$ cat config.mk
export PLATFORM = sky130hd
export DESIGN_NAME = rssl_interp
export DESIGN_NICKNAME = d
export VERILOG_FILES = /design/src/sv/rssl_pkg.sv /design/src/sv/rssl_interp.sv
export SDC_FILE = /design/constraint.sdc
export NUM_CORES = 2
export LEC_CHECK = 0
export ABC_AREA = 1
export BUFFER_PORTS_ARGS = -buffer_cell sky130_fd_sc_hd__buf_2
export CORE_MARGIN = 5
export CORE_UTILIZATION = 45
export DETAILED_ROUTE_END_ITERATION = 10
export GPL_ROUTABILITY_DRIVEN = 0
export SLEW_MARGIN = 20
export SYNTH_ARGS = -nofsm -noshare
export SYNTH_HDL_FRONTEND = slang
export SYNTH_SLANG_ARGS = --single-unit
$ cat constraint.sdc
create_clock -name clk -period 7 [get_ports clk]
set_clock_uncertainty 0.2 [all_clocks]
set_input_delay 0.35 -clock clk [delete_from_list [all_inputs] [get_ports clk]]
set_output_delay 0.35 -clock clk [all_outputs]
set_load 0.1 [all_outputs]
$ cat src/sv/rssl_pkg.sv
`timescale 1ns / 1ps
// ----------------------------------------------------------------------------
// rssl_pkg
// Shared constants and types of the row sub-pixel shift block.
// ----------------------------------------------------------------------------
package rssl_pkg;

  localparam int MAX_ROW_WIDTH   = 2048;
  localparam int FRACTION_BITS   = 16;

  localparam int PIX_W           = 32;
  localparam int RW_REG_W        = 12;
  localparam int RPP_W           = 13;
  localparam int ROWCNT_W        = RPP_W;
  localparam int ADDR_W          = 4;
  localparam int ROW_WIDTH_RESET = 2048;

  localparam int COL_W   = $clog2(MAX_ROW_WIDTH);
  localparam int WID_W   = $clog2(MAX_ROW_WIDTH + 1);
  localparam int INT_W   = PIX_W - FRACTION_BITS;
  localparam int POS_W   = ((INT_W > WID_W) ? INT_W : WID_W) + 2;
  localparam int WGT_W   = FRACTION_BITS + 1;
  localparam int RAM_AW  = COL_W + 1;
  localparam int RAM_D   = 2 * (1 << COL_W);
  localparam int PROD_W  = PIX_W + WGT_W + 1;
  localparam int SUM_W   = PROD_W + 1;

  localparam logic [1:0] REG_SLOPE     = 2'd0;
  localparam logic [1:0] REG_INTERCEPT = 2'd1;
  localparam logic [1:0] REG_ROW_WIDTH = 2'd2;
  localparam logic [1:0] REG_ROWS      = 2'd3;

  typedef struct packed {
    logic signed [PIX_W-1:0] pixel_in;
    logic                    flush;
  } in_item_t;

  typedef struct packed {
    logic signed [PIX_W-1:0] pixel_out;
    logic                    out_valid;
    logic                    row_end;
    logic                    projection_end;
  } out_item_t;

  typedef struct packed {
    logic [PIX_W-1:0] slope;
    logic [WID_W-1:0] width;
    logic [RPP_W-1:0] rpp;
    logic             shift_load;
    logic [PIX_W-1:0] shift_value;
  } cfg_t;

  typedef struct packed {
    logic                     have;
    logic                     row_end;
    logic                     proj_end;
    logic                     in_win;
    logic                     ok_lo;
    logic                     ok_hi;
    logic [WGT_W-1:0]         w_lo;
    logic [FRACTION_BITS-1:0] w_hi;
  } tap_t;

endpackage

$ cat src/sv/rssl_interp.sv
`timescale 1ns / 1ps
// ----------------------------------------------------------------------------
// rssl_interp
// Interpolation pipeline: tap capture, two weight multiplies, sum and output.
// ----------------------------------------------------------------------------
module rssl_interp
  import rssl_pkg::*;
(
  input  logic             clk,
  input  logic             rst,
  input  logic             accept,
  input  tap_t             tap,
  input  logic [PIX_W-1:0] rd_lo,
  input  logic [PIX_W-1:0] rd_hi,
  input  logic             res_stall,
  output logic             take,
  output logic             res_valid,
  output out_item_t        res_item
);

  logic v1, v2, v3;
  logic en1, en2, en3;
  tap_t tap1;

  logic                     have2, win2, row_end2, proj_end2;
  logic signed [PROD_W-1:0] p_lo, p_hi;
  logic signed [SUM_W-1:0]  sum;
  logic [PIX_W-1:0]         a_lo, a_hi;

  assign en3  = !v3 || !res_stall;
  assign en2  = !v2 || en3;
  assign en1  = !v1 || en2;
  assign take = en1;

  // upper tap only counts when its weight is nonzero
  assign a_lo = tap1.ok_lo ? rd_lo : '0;
  assign a_hi = (tap1.ok_hi && (tap1.w_hi != '0)) ? rd_hi : '0;
  assign sum  = SUM_W'(p_lo) + SUM_W'(p_hi);

  always_ff @(posedge clk) begin
    if (rst) begin
      v1 <= 1'b0;
      v2 <= 1'b0;
      v3 <= 1'b0;
    end else begin
      if (en1) begin
        v1 <= accept;
      end
      if (en2) begin
        v2 <= v1;
      end
      if (en3) begin
        v3 <= v2;
      end
    end
  end

  always_ff @(posedge clk) begin
    if (en1) begin
      tap1 <= tap;
    end
    if (en2) begin
      p_lo      <= $signed(a_lo) * $signed({1'b0, tap1.w_lo});
      p_hi      <= $signed(a_hi) * $signed({2'b00, tap1.w_hi});
      have2     <= tap1.have;
      win2      <= tap1.in_win;
      row_end2  <= tap1.row_end;
      proj_end2 <= tap1.proj_end;
    end
    if (en3) begin
      res_item.pixel_out      <= (have2 && win2) ? sum[FRACTION_BITS +: PIX_W] : '0;
      res_item.out_valid      <= have2;
      res_item.row_end        <= row_end2;
      res_item.projection_end <= proj_end2;
    end
  end

  assign res_valid = v3;

endmodule

# ---- Yosys cells after proc, flatten, opt, wreduce, memory -nomap -nowiden
# Cells that the tools add are included.
dict set report totals {
  ff_bits 177
  inputBits 107
  output_inout_bits 37
  word_cells 36
}
dict set report classes {
  addsub 1
  mul 2
  n_mux 2
  n_reduce_logical 10
}
# op count
set ops {}
lappend ops {{two-way mux 32 bit} 2}
lappend ops {{adder 48 bit} 1}
lappend ops {{multiplier 32 x 17 -> 48 bit} 1}
lappend ops {{multiplier 32 x 18 -> 48 bit} 1}
lappend ops {{nonzero test 16 bit} 1}
lappend ops {{zero test 1 bit} 4}
lappend ops {{logical OR 1 bit} 3}
lappend ops {{logical AND 1 bit} 2}

# ---- Logic depth before layout (Yosys ltp)
dict set report depth {
  word_depth 4
  mapped_depth 34
  depth_no_buf 32
}

# ---- Least setup slack after synthesis
# Ideal clock, no wire load.
dict set report synth_path {
  path_type {reg2reg}
  start {register tap1[13] (netlist name)}
  end {register p_hi[47], data pin}
  setup_ns 0.252
  arrival_time_ns 5.868
  t_required_ns 6.548
  path_slack_ns 0.680
  stages_incl_launch_ff 29
  path_buffers 2
  synth_period_minus_slack_ns 6.320
  path_cell_list {edfxtp_1 > buf_2 > nor4_1 > nand4_1 > nand2_1 > inv_2 > buf_6 > nand2_8 > nor2_1 > inv_1 > fa_1 > inv_1 > fa_1 > inv_1 > fa_1 > fa_1 > fa_1 > fa_1 > inv_1 > ha_1 > nand2_1 > nor2_1 > nand2_1 > nor3_1 > nand2_1 > inv_1 > nor2_1 > nand2_1 > nand2_1}
}
dict set report synth_between {
  elab_chain_cells 4
}
# item line_no
set synth_lines {}
lappend synth_lines {{start, declared} rssl_interp.sv:23} ;# tap_t tap1;
lappend synth_lines {{start signal, assigned} rssl_interp.sv:60} ;# tap1 <= tap;
lappend synth_lines {{nonzero test 16 bit} rssl_interp.sv:37} ;# assign a_hi = (tap1.ok_hi && (tap1.w_hi != '0)) ? rd_hi : '0;
lappend synth_lines {{logical AND 1 bit} rssl_interp.sv:37}
lappend synth_lines {{two-way mux 32 bit} rssl_interp.sv:37}
lappend synth_lines {{multiplier 32 x 17 -> 48 bit *} rssl_interp.sv:64} ;# p_hi <= $signed(a_hi) * $signed({2'b00, tap1.w_hi});
lappend synth_lines {{end signal, assigned} rssl_interp.sv:64}
lappend synth_lines {{end, declared} rssl_interp.sv:26} ;# logic signed [PROD_W-1:0] p_lo, p_hi;
# Every way passes the cells marked *; elsewhere a longest branch is shown, timed or not.
# A chain may end at the register's enable or synchronous reset.

# ---- Worst setup path in the final report
dict set report layout_path {
  start {register tap1[15] (netlist name)}
  end {register p_hi[25], data pin}
}
# Same word-level chain as after synthesis.

==> impl_metrics.csv <==
group,metric,value,unit
status,status,"finished clean",
drt,wl_per_cell,18.1,um
worst_setup_path,cp-end-kind,"flip-flop",
global_route,track_usage,25.6,%
finish,drive_above_1_share,7.39,%
run,maxCapViolations,0,
sta,drv_slew,0,
synthesis,async_flop_share,0,%
floorplan,die_w,335,um
clock_network,cts_buffers,17,
clock_network,clock_path_buffers,2,
drt,antenna_left,0,
floorplan,coreArea,0.105,mm2
sta,setup-violations-final,0,
clock_network,cts_tree,"yes",
sta,slew_headroom,29.9,%
drt,drtPass1Iterations,6,
global_route,antenna_found_initial,0,
synthesis,ys_types,39,
clock_network,cts.sinks,177,
synthesis,yosys_most_used_dff,"edfxtp_1",
sta,tightest_slew,1.05,ns
drt,vias_per_cell,5.02,
drt,drc_errors,0,
sta,fin_crit_sh,97.5,%
worst_hold_path,min_path_type,"reg2reg",
placed_design,portBuffers,143,
synthesis,ys_seq_elements,177,
synthesis,ys_seq_area_share,11.1,%
worst_setup_path,cp_max_fo,15,
worst_setup_path,critPathKind,"reg2reg",
clock_network,cts_root_buf,"clkbuf_16",
finish,final_common_cell,"nand2_1",
sta,min_period,6.82,ns
synthesis,synth_edf_count,174,
global_route,first_global_vias,40400,
floorplan,ios,144,
finish,nFillCells,10400,
worst_setup_path,critical_path_arrival,6.93,ns
finish,final_cell_mix,"1,608 x nand2_1, 1,606 x inv_1, 992 x fa_1, 703 x nor2_1, 265 x ha_1",
floorplan,die-area,0.112,mm2
floorplan,die_h,335,um
sta,final-hold-violation-count,0,
clock_network,clk_latency,0.52,ns
finish,syn2layout_area_growth,9.38,%
worst_setup_path,crit_required,7.11,ns
global_route,overflow,0,
floorplan,rows,119,
finish,finish.utilization,49.5,%
drt,drt_wl_total,141000,um
sta,fmaxAchievable,147,MHz
drt,drt_iter0_markers,2997,
floorplan,start_util,45.3,%
drt,routed-via-count,39000,
finish,layout.nets,7731,
global_route,grt_max_degree,80,
placed_design,dp_hpwl,121000,um
global_route,grt_pass1_wl,224000,um
worst_setup_path,startpoint_type,"flip-flop",
synthesis,syn_inst,6152,
clock_network,h-tree-depth,4,
synthesis,syn-num-nets,7525,
synthesis,synth_area_per_cell,7.74,um2
synthesis,syn_area,0.0476,mm2
synthesis,ys_warn_count,0,
clock_network,clk_pin_slew,0.09,ns
-- cells in the mapped netlist, types with 3 or more instances --
library cell	count	area, um2
a21o_1	10	75.1
clkbuf_1	109	409
nor2_1	726	2730
o21ai_0	69	345
nor4_1	4	25.0
a21oi_1	148	741
buf_6	9	101
ha_1	273	3420
nand3_1	148	741
o21bai_1	8	60.1
clkinv_1	6	22.5
inv_1	1630	6120
fa_1	993	19900
dfxtp_1	3	60.1
inv_2	22	82.6
edfxtp_1	174	5230
nand4_1	40	250
nand2_8	5	100
xnor2_1	17	149
xor2_1	50	438
buf_2	21	105
nor3_1	17	85.1
buf_1	5	18.8
or2_2	3	18.8
nand2_4	11	124
nand3b_1	4	30.0
nand2_1	1619	6080
nand2_2	9	56.3
and2_1	5	31.3
-- critical path: stages (launching register included) --
cell and delay [ns]:
edfxtp_1 0.41, nor4_2 0.28, buf_4 0.15, nand4_1 0.10, nand2_2 0.11, inv_4 0.08, buf_12 0.17, nand2_4 0.17
inv_2 0.14, nand2_1 0.10, fa_1 0.42, inv_1 0.09, fa_1 0.47, fa_1 0.58, fa_1 0.44, fa_1 0.49
inv_1 0.05, fa_1 0.54, inv_1 0.07, ha_2 0.39, nand2_1 0.19, nor2_4 0.19, nand2_1 0.11, nor2_1 0.15
nand2_1 0.07, nand3_1 0.15, xor2_2 0.27
-- registers in the layout (all words and copies together), names as in the netlist, 35 cells and up --
name and cells:
p_hi 48, res_item 35, p_lo 48, tap1 39
-- final timing paths --
check / startpoint / to / slack (ns) / depth (start not counted)
hold reg to reg: row_end2 / res_item[1] / 0.22 / 0
setup / recovery: tap1[15] / p_hi[25] / 0.18 / 26
setup reg to reg: tap1[15] / p_hi[25] / 0.18 / 26
hold / removal: row_end2 / res_item[1] / 0.22 / 0
-- timing repair --
item | in CTS | in global routing
pin swaps | 0 | 4
cloned | 0 | 0
hold buffers | 41 | 0
resized for setup | 1 | 123
buffers inserted | 0 | 9
hold endpoints to repair | 42 | 0
endpoints found under the setup margin | 1 | 53
-- final cells by class --
class,instances,area [um2],area share [%]
clock inverters,15,201,0.387
diodes,1,2.50,0.00481
well taps,1391,1740,3.34
repair buffers,335,2370,4.55
clock buffers,17,425,0.817
flip-flops and latches,177,5290,10.1
inverters,1658,6310,12.1
multi-input cells,4169,35700,68.6
-- per-stage QoR --
| step | TNS [ns] | hold WS [ns] | setup slack [ns] | cells | instance area, um2 |
|---|---|---|---|---|---|
| floorplan | 0 | 0.200 | 0.680 | 6152 | 47600 |
| global placement | 0 | 0.203 | 0.0500 | 7680 | 50600 |
| detailed placement | 0 | 0.206 | 0.0389 | 7680 | 50600 |
| CTS | 0 | 0.226 | 0.0482 | 7753 | 51600 |
| global route | -0.982 | 0.233 | -0.0780 | 7762 | 52100 |
| finish | 0 | 0.224 | 0.177 | 7763 | 52100 |
-- routing by layer --
| layer | vias to the layer above | part of all wire, % | track usage (%) |
|---|---|---|---|
| li1 | 18100 | - | - |
| met1 | 19300 | 43 | 35.3 |
| met2 | 1352 | 47 | 42.6 |
| met3 | 229 | 6.5 | 3.67 |
| met4 | 0 | 3.2 | 7.05 |
| met5 | - | 0 | 0 |
-- kinds of logic (layout without fill, tap and decap cells) --
logic type | Yosys count | in the layout | synth area share, %
AOI/OAI and AO/OA | 243 | 243 | 2.69
xor gates and xnor gates | 67 | 67 | 1.23
adders and majority gates | 1266 | 1266 | 48.9
buffers and inverters | 1806 | 2025 | 14.5
DFF | 177 | 177 | 11.1
other | 0 | 1 | 0
and+or+nand+nor | 2593 | 2593 | 21.6
Power is left out: the tool's default activity adds up to more than one toggle a clock period on the data nets, which glitch-free logic cannot reach.
