[config.mk]
export PLATFORM = sky130hd
export DESIGN_NAME = rssl_ctrl
export DESIGN_NICKNAME = d
export VERILOG_FILES = /design/src/sv/rssl_pkg.sv /design/src/sv/rssl_ctrl.sv
export SDC_FILE = /design/constraint.sdc
export NUM_CORES = 1
export LEC_CHECK = 0
export CORE_MARGIN = 2
export CORE_UTILIZATION = 70
export DETAILED_ROUTE_END_ITERATION = 16
export DONT_BUFFER_PORTS = 1
export HOLD_SLACK_MARGIN = 0.15
export PLACE_DENSITY = 0.86
export REMOVE_ABC_BUFFERS = 1
export SLEW_MARGIN = 20
export SYNTH_ARGS = -nofsm -noshare
export SYNTH_HDL_FRONTEND = slang
export SYNTH_SLANG_ARGS = --single-unit
[constraint.sdc]
create_clock -name clk -period 10.4 [get_ports clk]
set_clock_uncertainty 0.2 [all_clocks]
set_input_delay 2.08 -clock clk [delete_from_list [all_inputs] [get_ports clk]]
set_output_delay 2.08 -clock clk [all_outputs]
set_load 0.01 [all_outputs]
[src/sv/rssl_pkg.sv]
`timescale 1ns / 1ps
// ----------------------------------------------------------------------------
// rssl_pkg
// Shared constants and types of the row sub-pixel shift block.
// ----------------------------------------------------------------------------
package rssl_pkg;

  localparam int MAX_ROW_WIDTH   = 2048;
  localparam int FRACTION_BITS   = 16;

  localparam int PIX_W           = 32;
  localparam int RW_REG_W        = 12;
  localparam int RPP_W           = 13;
  localparam int ROWCNT_W        = RPP_W;
  localparam int ADDR_W          = 4;
  localparam int ROW_WIDTH_RESET = 2048;

  localparam int COL_W   = $clog2(MAX_ROW_WIDTH);
  localparam int WID_W   = $clog2(MAX_ROW_WIDTH + 1);
  localparam int INT_W   = PIX_W - FRACTION_BITS;
  localparam int POS_W   = ((INT_W > WID_W) ? INT_W : WID_W) + 2;
  localparam int WGT_W   = FRACTION_BITS + 1;
  localparam int RAM_AW  = COL_W + 1;
  localparam int RAM_D   = 2 * (1 << COL_W);
  localparam int PROD_W  = PIX_W + WGT_W + 1;
  localparam int SUM_W   = PROD_W + 1;

  localparam logic [1:0] REG_SLOPE     = 2'd0;
  localparam logic [1:0] REG_INTERCEPT = 2'd1;
  localparam logic [1:0] REG_ROW_WIDTH = 2'd2;
  localparam logic [1:0] REG_ROWS      = 2'd3;

  typedef struct packed {
    logic signed [PIX_W-1:0] pixel_in;
    logic                    flush;
  } in_item_t;

  typedef struct packed {
    logic signed [PIX_W-1:0] pixel_out;
    logic                    out_valid;
    logic                    row_end;
    logic                    projection_end;
  } out_item_t;

  typedef struct packed {
    logic [PIX_W-1:0] slope;
    logic [WID_W-1:0] width;
    logic [RPP_W-1:0] rpp;
    logic             shift_load;
    logic [PIX_W-1:0] shift_value;
  } cfg_t;

  typedef struct packed {
    logic                     have;
    logic                     row_end;
    logic                     proj_end;
    logic                     in_win;
    logic                     ok_lo;
    logic                     ok_hi;
    logic [WGT_W-1:0]         w_lo;
    logic [FRACTION_BITS-1:0] w_hi;
  } tap_t;

endpackage

[src/sv/rssl_ctrl.sv]
`timescale 1ns / 1ps
// ----------------------------------------------------------------------------
// rssl_ctrl
// Row/column counters, ping-pong bank, shift accumulation and tap addressing.
// ----------------------------------------------------------------------------
module rssl_ctrl
  import rssl_pkg::*;
(
  input  logic              clk,
  input  logic              rst,
  input  cfg_t              cfg,
  input  logic              accept,
  input  in_item_t          item,
  output tap_t              tap,
  output logic              we,
  output logic [RAM_AW-1:0] waddr,
  output logic [PIX_W-1:0]  wdata,
  output logic [RAM_AW-1:0] raddr_lo,
  output logic [RAM_AW-1:0] raddr_hi
);

  logic                bank;
  logic [COL_W-1:0]    col;
  logic [ROWCNT_W-1:0] row_count;
  logic [PIX_W-1:0]    cur_shift;
  logic [PIX_W-1:0]    held_shift;
  logic                have_row;
  logic                held_last;

  logic                last_col;
  logic                last_row;
  logic signed [INT_W-1:0] lo;
  logic signed [POS_W-1:0] pos_i, pos_lo, pos_w, idx_lo, idx_hi, pos_max;
  logic                zero_shift;

  assign last_col = (WID_W'(col) + WID_W'(1)) >= cfg.width;
  assign last_row = (RPP_W'(row_count) + RPP_W'(1)) >= cfg.rpp;

  assign lo         = held_shift[PIX_W-1:FRACTION_BITS];
  assign zero_shift = held_shift == '0;
  assign pos_i      = $signed(POS_W'(col));
  assign pos_lo     = POS_W'(lo);
  assign pos_w      = $signed(POS_W'(cfg.width));
  assign pos_max    = POS_W'(MAX_ROW_WIDTH);
  assign idx_lo     = pos_i + pos_lo;
  assign idx_hi     = idx_lo + POS_W'(1);

  always_comb begin
    tap.have     = have_row;
    tap.row_end  = have_row && last_col;
    tap.proj_end = have_row && last_col && held_last;
    tap.w_hi     = held_shift[FRACTION_BITS-1:0];
    tap.w_lo     = (WGT_W'(1) << FRACTION_BITS) - WGT_W'(held_shift[FRACTION_BITS-1:0]);
    tap.ok_lo    = (idx_lo >= POS_W'(0)) && (idx_lo < pos_max);
    tap.ok_hi    = (idx_hi >= POS_W'(0)) && (idx_hi < pos_max);
    priority if (zero_shift) begin
      tap.in_win = pos_i < pos_w;
    end else if (!held_shift[PIX_W-1]) begin
      tap.in_win = pos_i < (pos_w - pos_lo - POS_W'(1));
    end else begin
      tap.in_win = (pos_i >= -pos_lo) && (pos_i < pos_w);
    end
  end

  assign raddr_lo = {~bank, idx_lo[COL_W-1:0]};
  assign raddr_hi = {~bank, idx_hi[COL_W-1:0]};
  assign we       = accept && !item.flush;
  assign waddr    = {bank, col};
  assign wdata    = item.pixel_in;

  always_ff @(posedge clk) begin
    if (rst) begin
      bank       <= 1'b0;
      col        <= '0;
      row_count  <= '0;
      cur_shift  <= '0;
      held_shift <= '0;
      have_row   <= 1'b0;
      held_last  <= 1'b0;
    end else if (cfg.shift_load) begin
      cur_shift <= cfg.shift_value;
    end else if (accept) begin
      if (item.flush) begin
        if (have_row) begin
          if (last_col) begin
            have_row <= 1'b0;
            col      <= '0;
          end else begin
            col <= col + COL_W'(1);
          end
        end
      end else if (last_col) begin
        held_shift <= cur_shift;
        held_last  <= last_row;
        bank       <= ~bank;
        have_row   <= 1'b1;
        col        <= '0;
        if (last_row) begin
          row_count <= '0;
          cur_shift <= cur_shift + cfg.slope;
        end else begin
          row_count <= row_count + ROWCNT_W'(1);
        end
      end else begin
        col <= col + COL_W'(1);
      end
    end
  end

endmodule

== Yosys cells after proc, flatten, opt, wreduce, memory -nomap -nowiden ==
Cells that the tools add are included.

* Flip-flop bits (word level): 91
* Output and inout bits: 108
* Bits of input ports: 126
* Word-level logic and storage cells: 62

* Bitwise operators: 3
* Order comparisons: 9
* $add $sub $neg: 10
* Reductions and logical operators: 16
* Mux-type cells: 15
* Equality and inequality tests: 2

{| class="wikitable"
|+ Operator list
! operator !! number
|-
| 2-to-1 mux 32 bit || 5
|-
| 2-to-1 mux 11 bit || 3
|-
| adder 32 bit || 1
|-
| zero test 32 bit || 1
|-
| adder 17 x 2 -> 18 bit, second input constant || 1
|-
| greater-or-equal comparator 12 x 18 -> 1 bit || 1
|-
| greater-or-equal comparator 18 x 1 -> 1 bit, second input constant || 1
|-
| < comparator 12 x 18 -> 1 bit || 1
|-
| < comparator 18 x 13 -> 1 bit, second input constant || 1
|-
| negation 16 -> 18 bit || 1
|-
| subtractor 17 x 2 -> 18 bit, second input constant || 1
|-
| adder 12 x 16 -> 17 bit || 1
|-
| greater-or-equal comparator 17 x 1 -> 1 bit, second input constant || 1
|-
| < comparator 17 x 13 -> 1 bit, second input constant || 1
|-
| subtractor 13 x 16 -> 17 bit || 1
|-
| subtractor 17 x 16 -> 17 bit, first input constant || 1
|-
| adder 13 x 1 -> 13 bit, second input constant || 1
|-
| greater-or-equal comparator 13 bit || 1
|-
| 2-to-1 mux 13 bit || 1
|-
| adder 11 x 1 -> 12 bit, second input constant || 1
|-
| greater-or-equal comparator 12 bit || 1
|-
| < comparator 11 x 12 -> 1 bit || 1
|-
| adder 11 x 1 -> 11 bit, second input constant || 1
|-
| AND reduction 4 bit || 2
|-
| 8 further kinds || 24
|}

== Depth between registers and ports, before layout ==
* Word-level depth: 7
* Gate-level depth with buffers: 20
* Depth with buffers taken out: 17

== Least setup slack after synthesis ==
No wires, ideal clock.

* Kind: input to output
* From: in cfg[46] (netlist name)
* To: out tap[35] (netlist name)
* Setup slack: 3509 ps
* Required time: 8120 ps
* Buffers on the path: 0
* Cell stages on the path: 14
* Arrival: 4611 ps
* Cells stage by stage: ha_1 > fa_1 > a21o_1 > a21oi_1 > o21bai_1 > a21oi_1 > o21ai_0 > a21o_1 > a21oi_1 > xor2_1 > ha_1 > o32ai_1 > a211oi_1 > o22ai_1

{| class="wikitable"
|+ RTL lines
! what !! RTL line !! text
|-
| start, declared || rssl_ctrl.sv:11 || <nowiki>input cfg_t cfg,</nowiki>
|-
| end, declared || rssl_ctrl.sv:14 || <nowiki>output tap_t tap,</nowiki>
|}

==> reports/results.txt <==
Mean Syn Cell Area: 7.60 sq um
GPL Wtd Cong: 0.872
Worst VDD drop: 0.0000844 V
RR Endpoint: cur_shift[26]
post-synthesis sequential area ratio: 20.8%
nets: 1,325
depth of the worst hold-timing path: 2
H-tree depth: 3
Placed Area: 8470 sq um
worst-path fanout max: 3
grt ovf: 0
pin count of the biggest net entering global routing: 84
synth top area cells: dfxtp_1 21%, ha_1 17%, nand2_1 6.8%
initial antenna violation count: 0
R2R Setup Slk: 4.83 ns
unrepaired setup endpoints after global routing: no
GRT Total Usage: 33.8%
Post-synth EDFFs: 0
maximum operating frequency: 0.139 GHz
via count: 7,812
die height: 116 microns
cell accounting for the most synthesized area: dfxtp_1
hold worst-path end: held_last
Slew @ Worst Pin: 0.938 ns
design area: 8800 sq um
Min-Delay Startpoint: held_last
CP Capture Type: output port
layout cells sized above 1: 3.69%
Die X: 116 microns
n_diodes: 0
WP data required: 8.12 ns
Synth Instances: 1,152
DRC Markers: 0
worst skew pair latency: 0.34 ns
Die ar.: 13,400 sq um
Buffers on Ports: 0
placed cells: 1,236
Unique masters post-synth: 69
Rows: 40
count leader, synth: nand2_1
Slew headroom: 37.0%
Setup Fix Bufs, Post-CTS: 0
setup_tns: 0 ns
Commonest cells post-synth: 159 x nand2_1, 117 x ha_1, 94 x a21oi_1
status: complete, no violations
Fin. Hold Viols: 0
Core Box Area: 12,100 sq um
number of I/O pins: 234
met2 GRT Util: 54.6%
PwrDens: 97.6 nW/um^2
cells on worst reg2reg path: 18
Setup-failing EPs final: 0
minimum clock period after layout: 7.18 ns
Synth Warn #: 0
area share of the largest cell type after synthesis: 20.8%
Initial Util: 72.3%
ys flop type: dfxtp_1
Syn Std Cell Area: 8750 sq um
cts bufs inserted: 9
post-layout util: 72.6%
gr busiest metal: met2
area grow syn2layout: 0.500%
GRT met3 Usage: 11.7%
DR pass1 iterations: 6
Clock transition at path regs: 0.07 ns
clk root buf: clkbuf_16
antenna-violating nets left: 0
max_cap viols: 0
CTS sink count: 91
worst hold path type: flop to flop
hold-fix buffers at CTS: 0
Finished Layout Cells: 1,252
arrival time at the worst endpoint: 4.90 ns
DR iter-0 viols: 451
WL/cell: 18.1 microns
Leakage: 3.97 nW
crit path kind: primary input to output port
Via density: 6.24
first-pass GRT wire length: 35,900 microns
DP Wirelength: 17,200 microns
r2r startpoint: col[1]
M1 GR Usage: 41.8%
CTS tree: built
CTS-repair resized insts: 0
Clock Path Buffers: 2
total routed wirelength: 22,600 microns
async set-reset flop share out of synthesis: 0%
Hold WS: 0.262 ns
vias in the first global route: 7,552
fin crit share: 69.0%
FF+latch count, synth: 91
fin. max-slew vios: 0
Startpoint Class: primary input
## worst max-delay path: stages
cell      delay (ns)
ha_1            0.20
fa_1            0.41
a21o_1          0.18
a21oi_1         0.21
o21bai_1        0.10
a21oi_1         0.23
o21ai_0         0.21
a21o_1          0.21
a21oi_1         0.16
xor2_1          0.17
ha_1            0.24
o32ai_1         0.14
a211oi_1        0.10
o22ai_1         0.25
## how the worst max path moves through the flow
| stage | slack, ns | depth (start not counted) | from | endpoint |
|---|---|---|---|---|
| after floorplan | 3.51 | 14 | cfg[46] | tap[35] |
| after global placement | 3.29 | 14 | cfg[46] | tap[35] |
| after detailed placement | 3.20 | 14 | cfg[46] | tap[35] |
| after CTS | 3.19 | 14 | cfg[46] | tap[35] |
| after global routing | 2.95 | 14 | cfg[46] | tap[35] |
| final | 3.22 | 14 | cfg[46] | tap[35] |
## cell type report
cell class              instances  area, sq um
well taps                     168          210
clock buffers                  12          256
multi-input cells             904         6140
fillers                      1029         3310
clock inverters                 4         72.6
repair buffers                  5         37.5
flip-flops and latches         91         1820
inverters                      68          255
## where the power goes
| group | leakage (nW) | switching [mW] | internal (mW) |
|---|---|---|---|
| Sequential | 0.740 | 0.00708 | 0.356 |
| Combinational | 3.07 | 0.0744 | 0.0609 |
| Clock | 0.159 | 0.137 | 0.223 |
## cells by family (layout without fill, tap and decap cells)
family                   Yosys count  in the layout  synth area share [%]
AND/OR/NAND/NOR                  397            397                  21.1
AO/OA/AOI/OAI                    277            277                  20.6
adder cells (fa/ha/maj)          120            120                  17.4
multiplexers                       4              4                 0.457
flip-flops                        91             91                  20.8
buffers and inverters            157             89                  9.00
XOR/XNOR                         106            106                  10.6
## stage by stage
| step | worst slack (ns) | power [mW] |
|---|---|---|
| after floorplan | 3.51 | 0.480 |
| after global placement | 3.29 | 0.499 |
| after detailed placement | 3.20 | 0.504 |
| after CTS | 3.19 | 0.861 |
| after global routing | 2.95 | 0.896 |
| final | 3.22 | 0.859 |
## layer usage
layer  share of wire, %  routed length [microns]  vias up
li1                   -                        -     3840
met1                 42                     9450     3594
met2                 45                    10200      331
met3                9.9                     2230       45
met4                2.9                      658        2
met5               0.20                       45        -
## cells in the final DEF, fill, tap and decap left out, types with 7 or more instances in the layout
master / Yosys / layout
or3_1: 8 / 8
and3_1: 19 / 19
dfxtp_1: 91 / 91
xnor2_1: 58 / 58
nor4_1: 7 / 7
nand3_1: 34 / 34
nand2_1: 159 / 159
nor2b_1: 9 / 9
clkbuf_16: 0 / 9
ha_1: 117 / 117
a21oi_1: 94 / 94
o21a_1: 14 / 14
o21bai_1: 7 / 7
nor3_1: 20 / 20
nand2b_1: 14 / 14
nand3b_1: 14 / 14
and2_1: 8 / 8
a31oi_1: 21 / 21
xor2_1: 48 / 48
nor2_1: 83 / 83
inv_1: 68 / 68
a211oi_1: 14 / 14
a21o_1: 28 / 28
o21ai_0: 42 / 42
## sequential cells by signal, indices dropped and copies added, names as in the netlist
| name | flops |
|---|---|
| row_count | 13 |
| bank | 1 |
| have_row | 1 |
| held_last | 1 |
| held_shift | 32 |
| col | 11 |
| cur_shift | 32 |
Power figures use the tool's default switching activity.
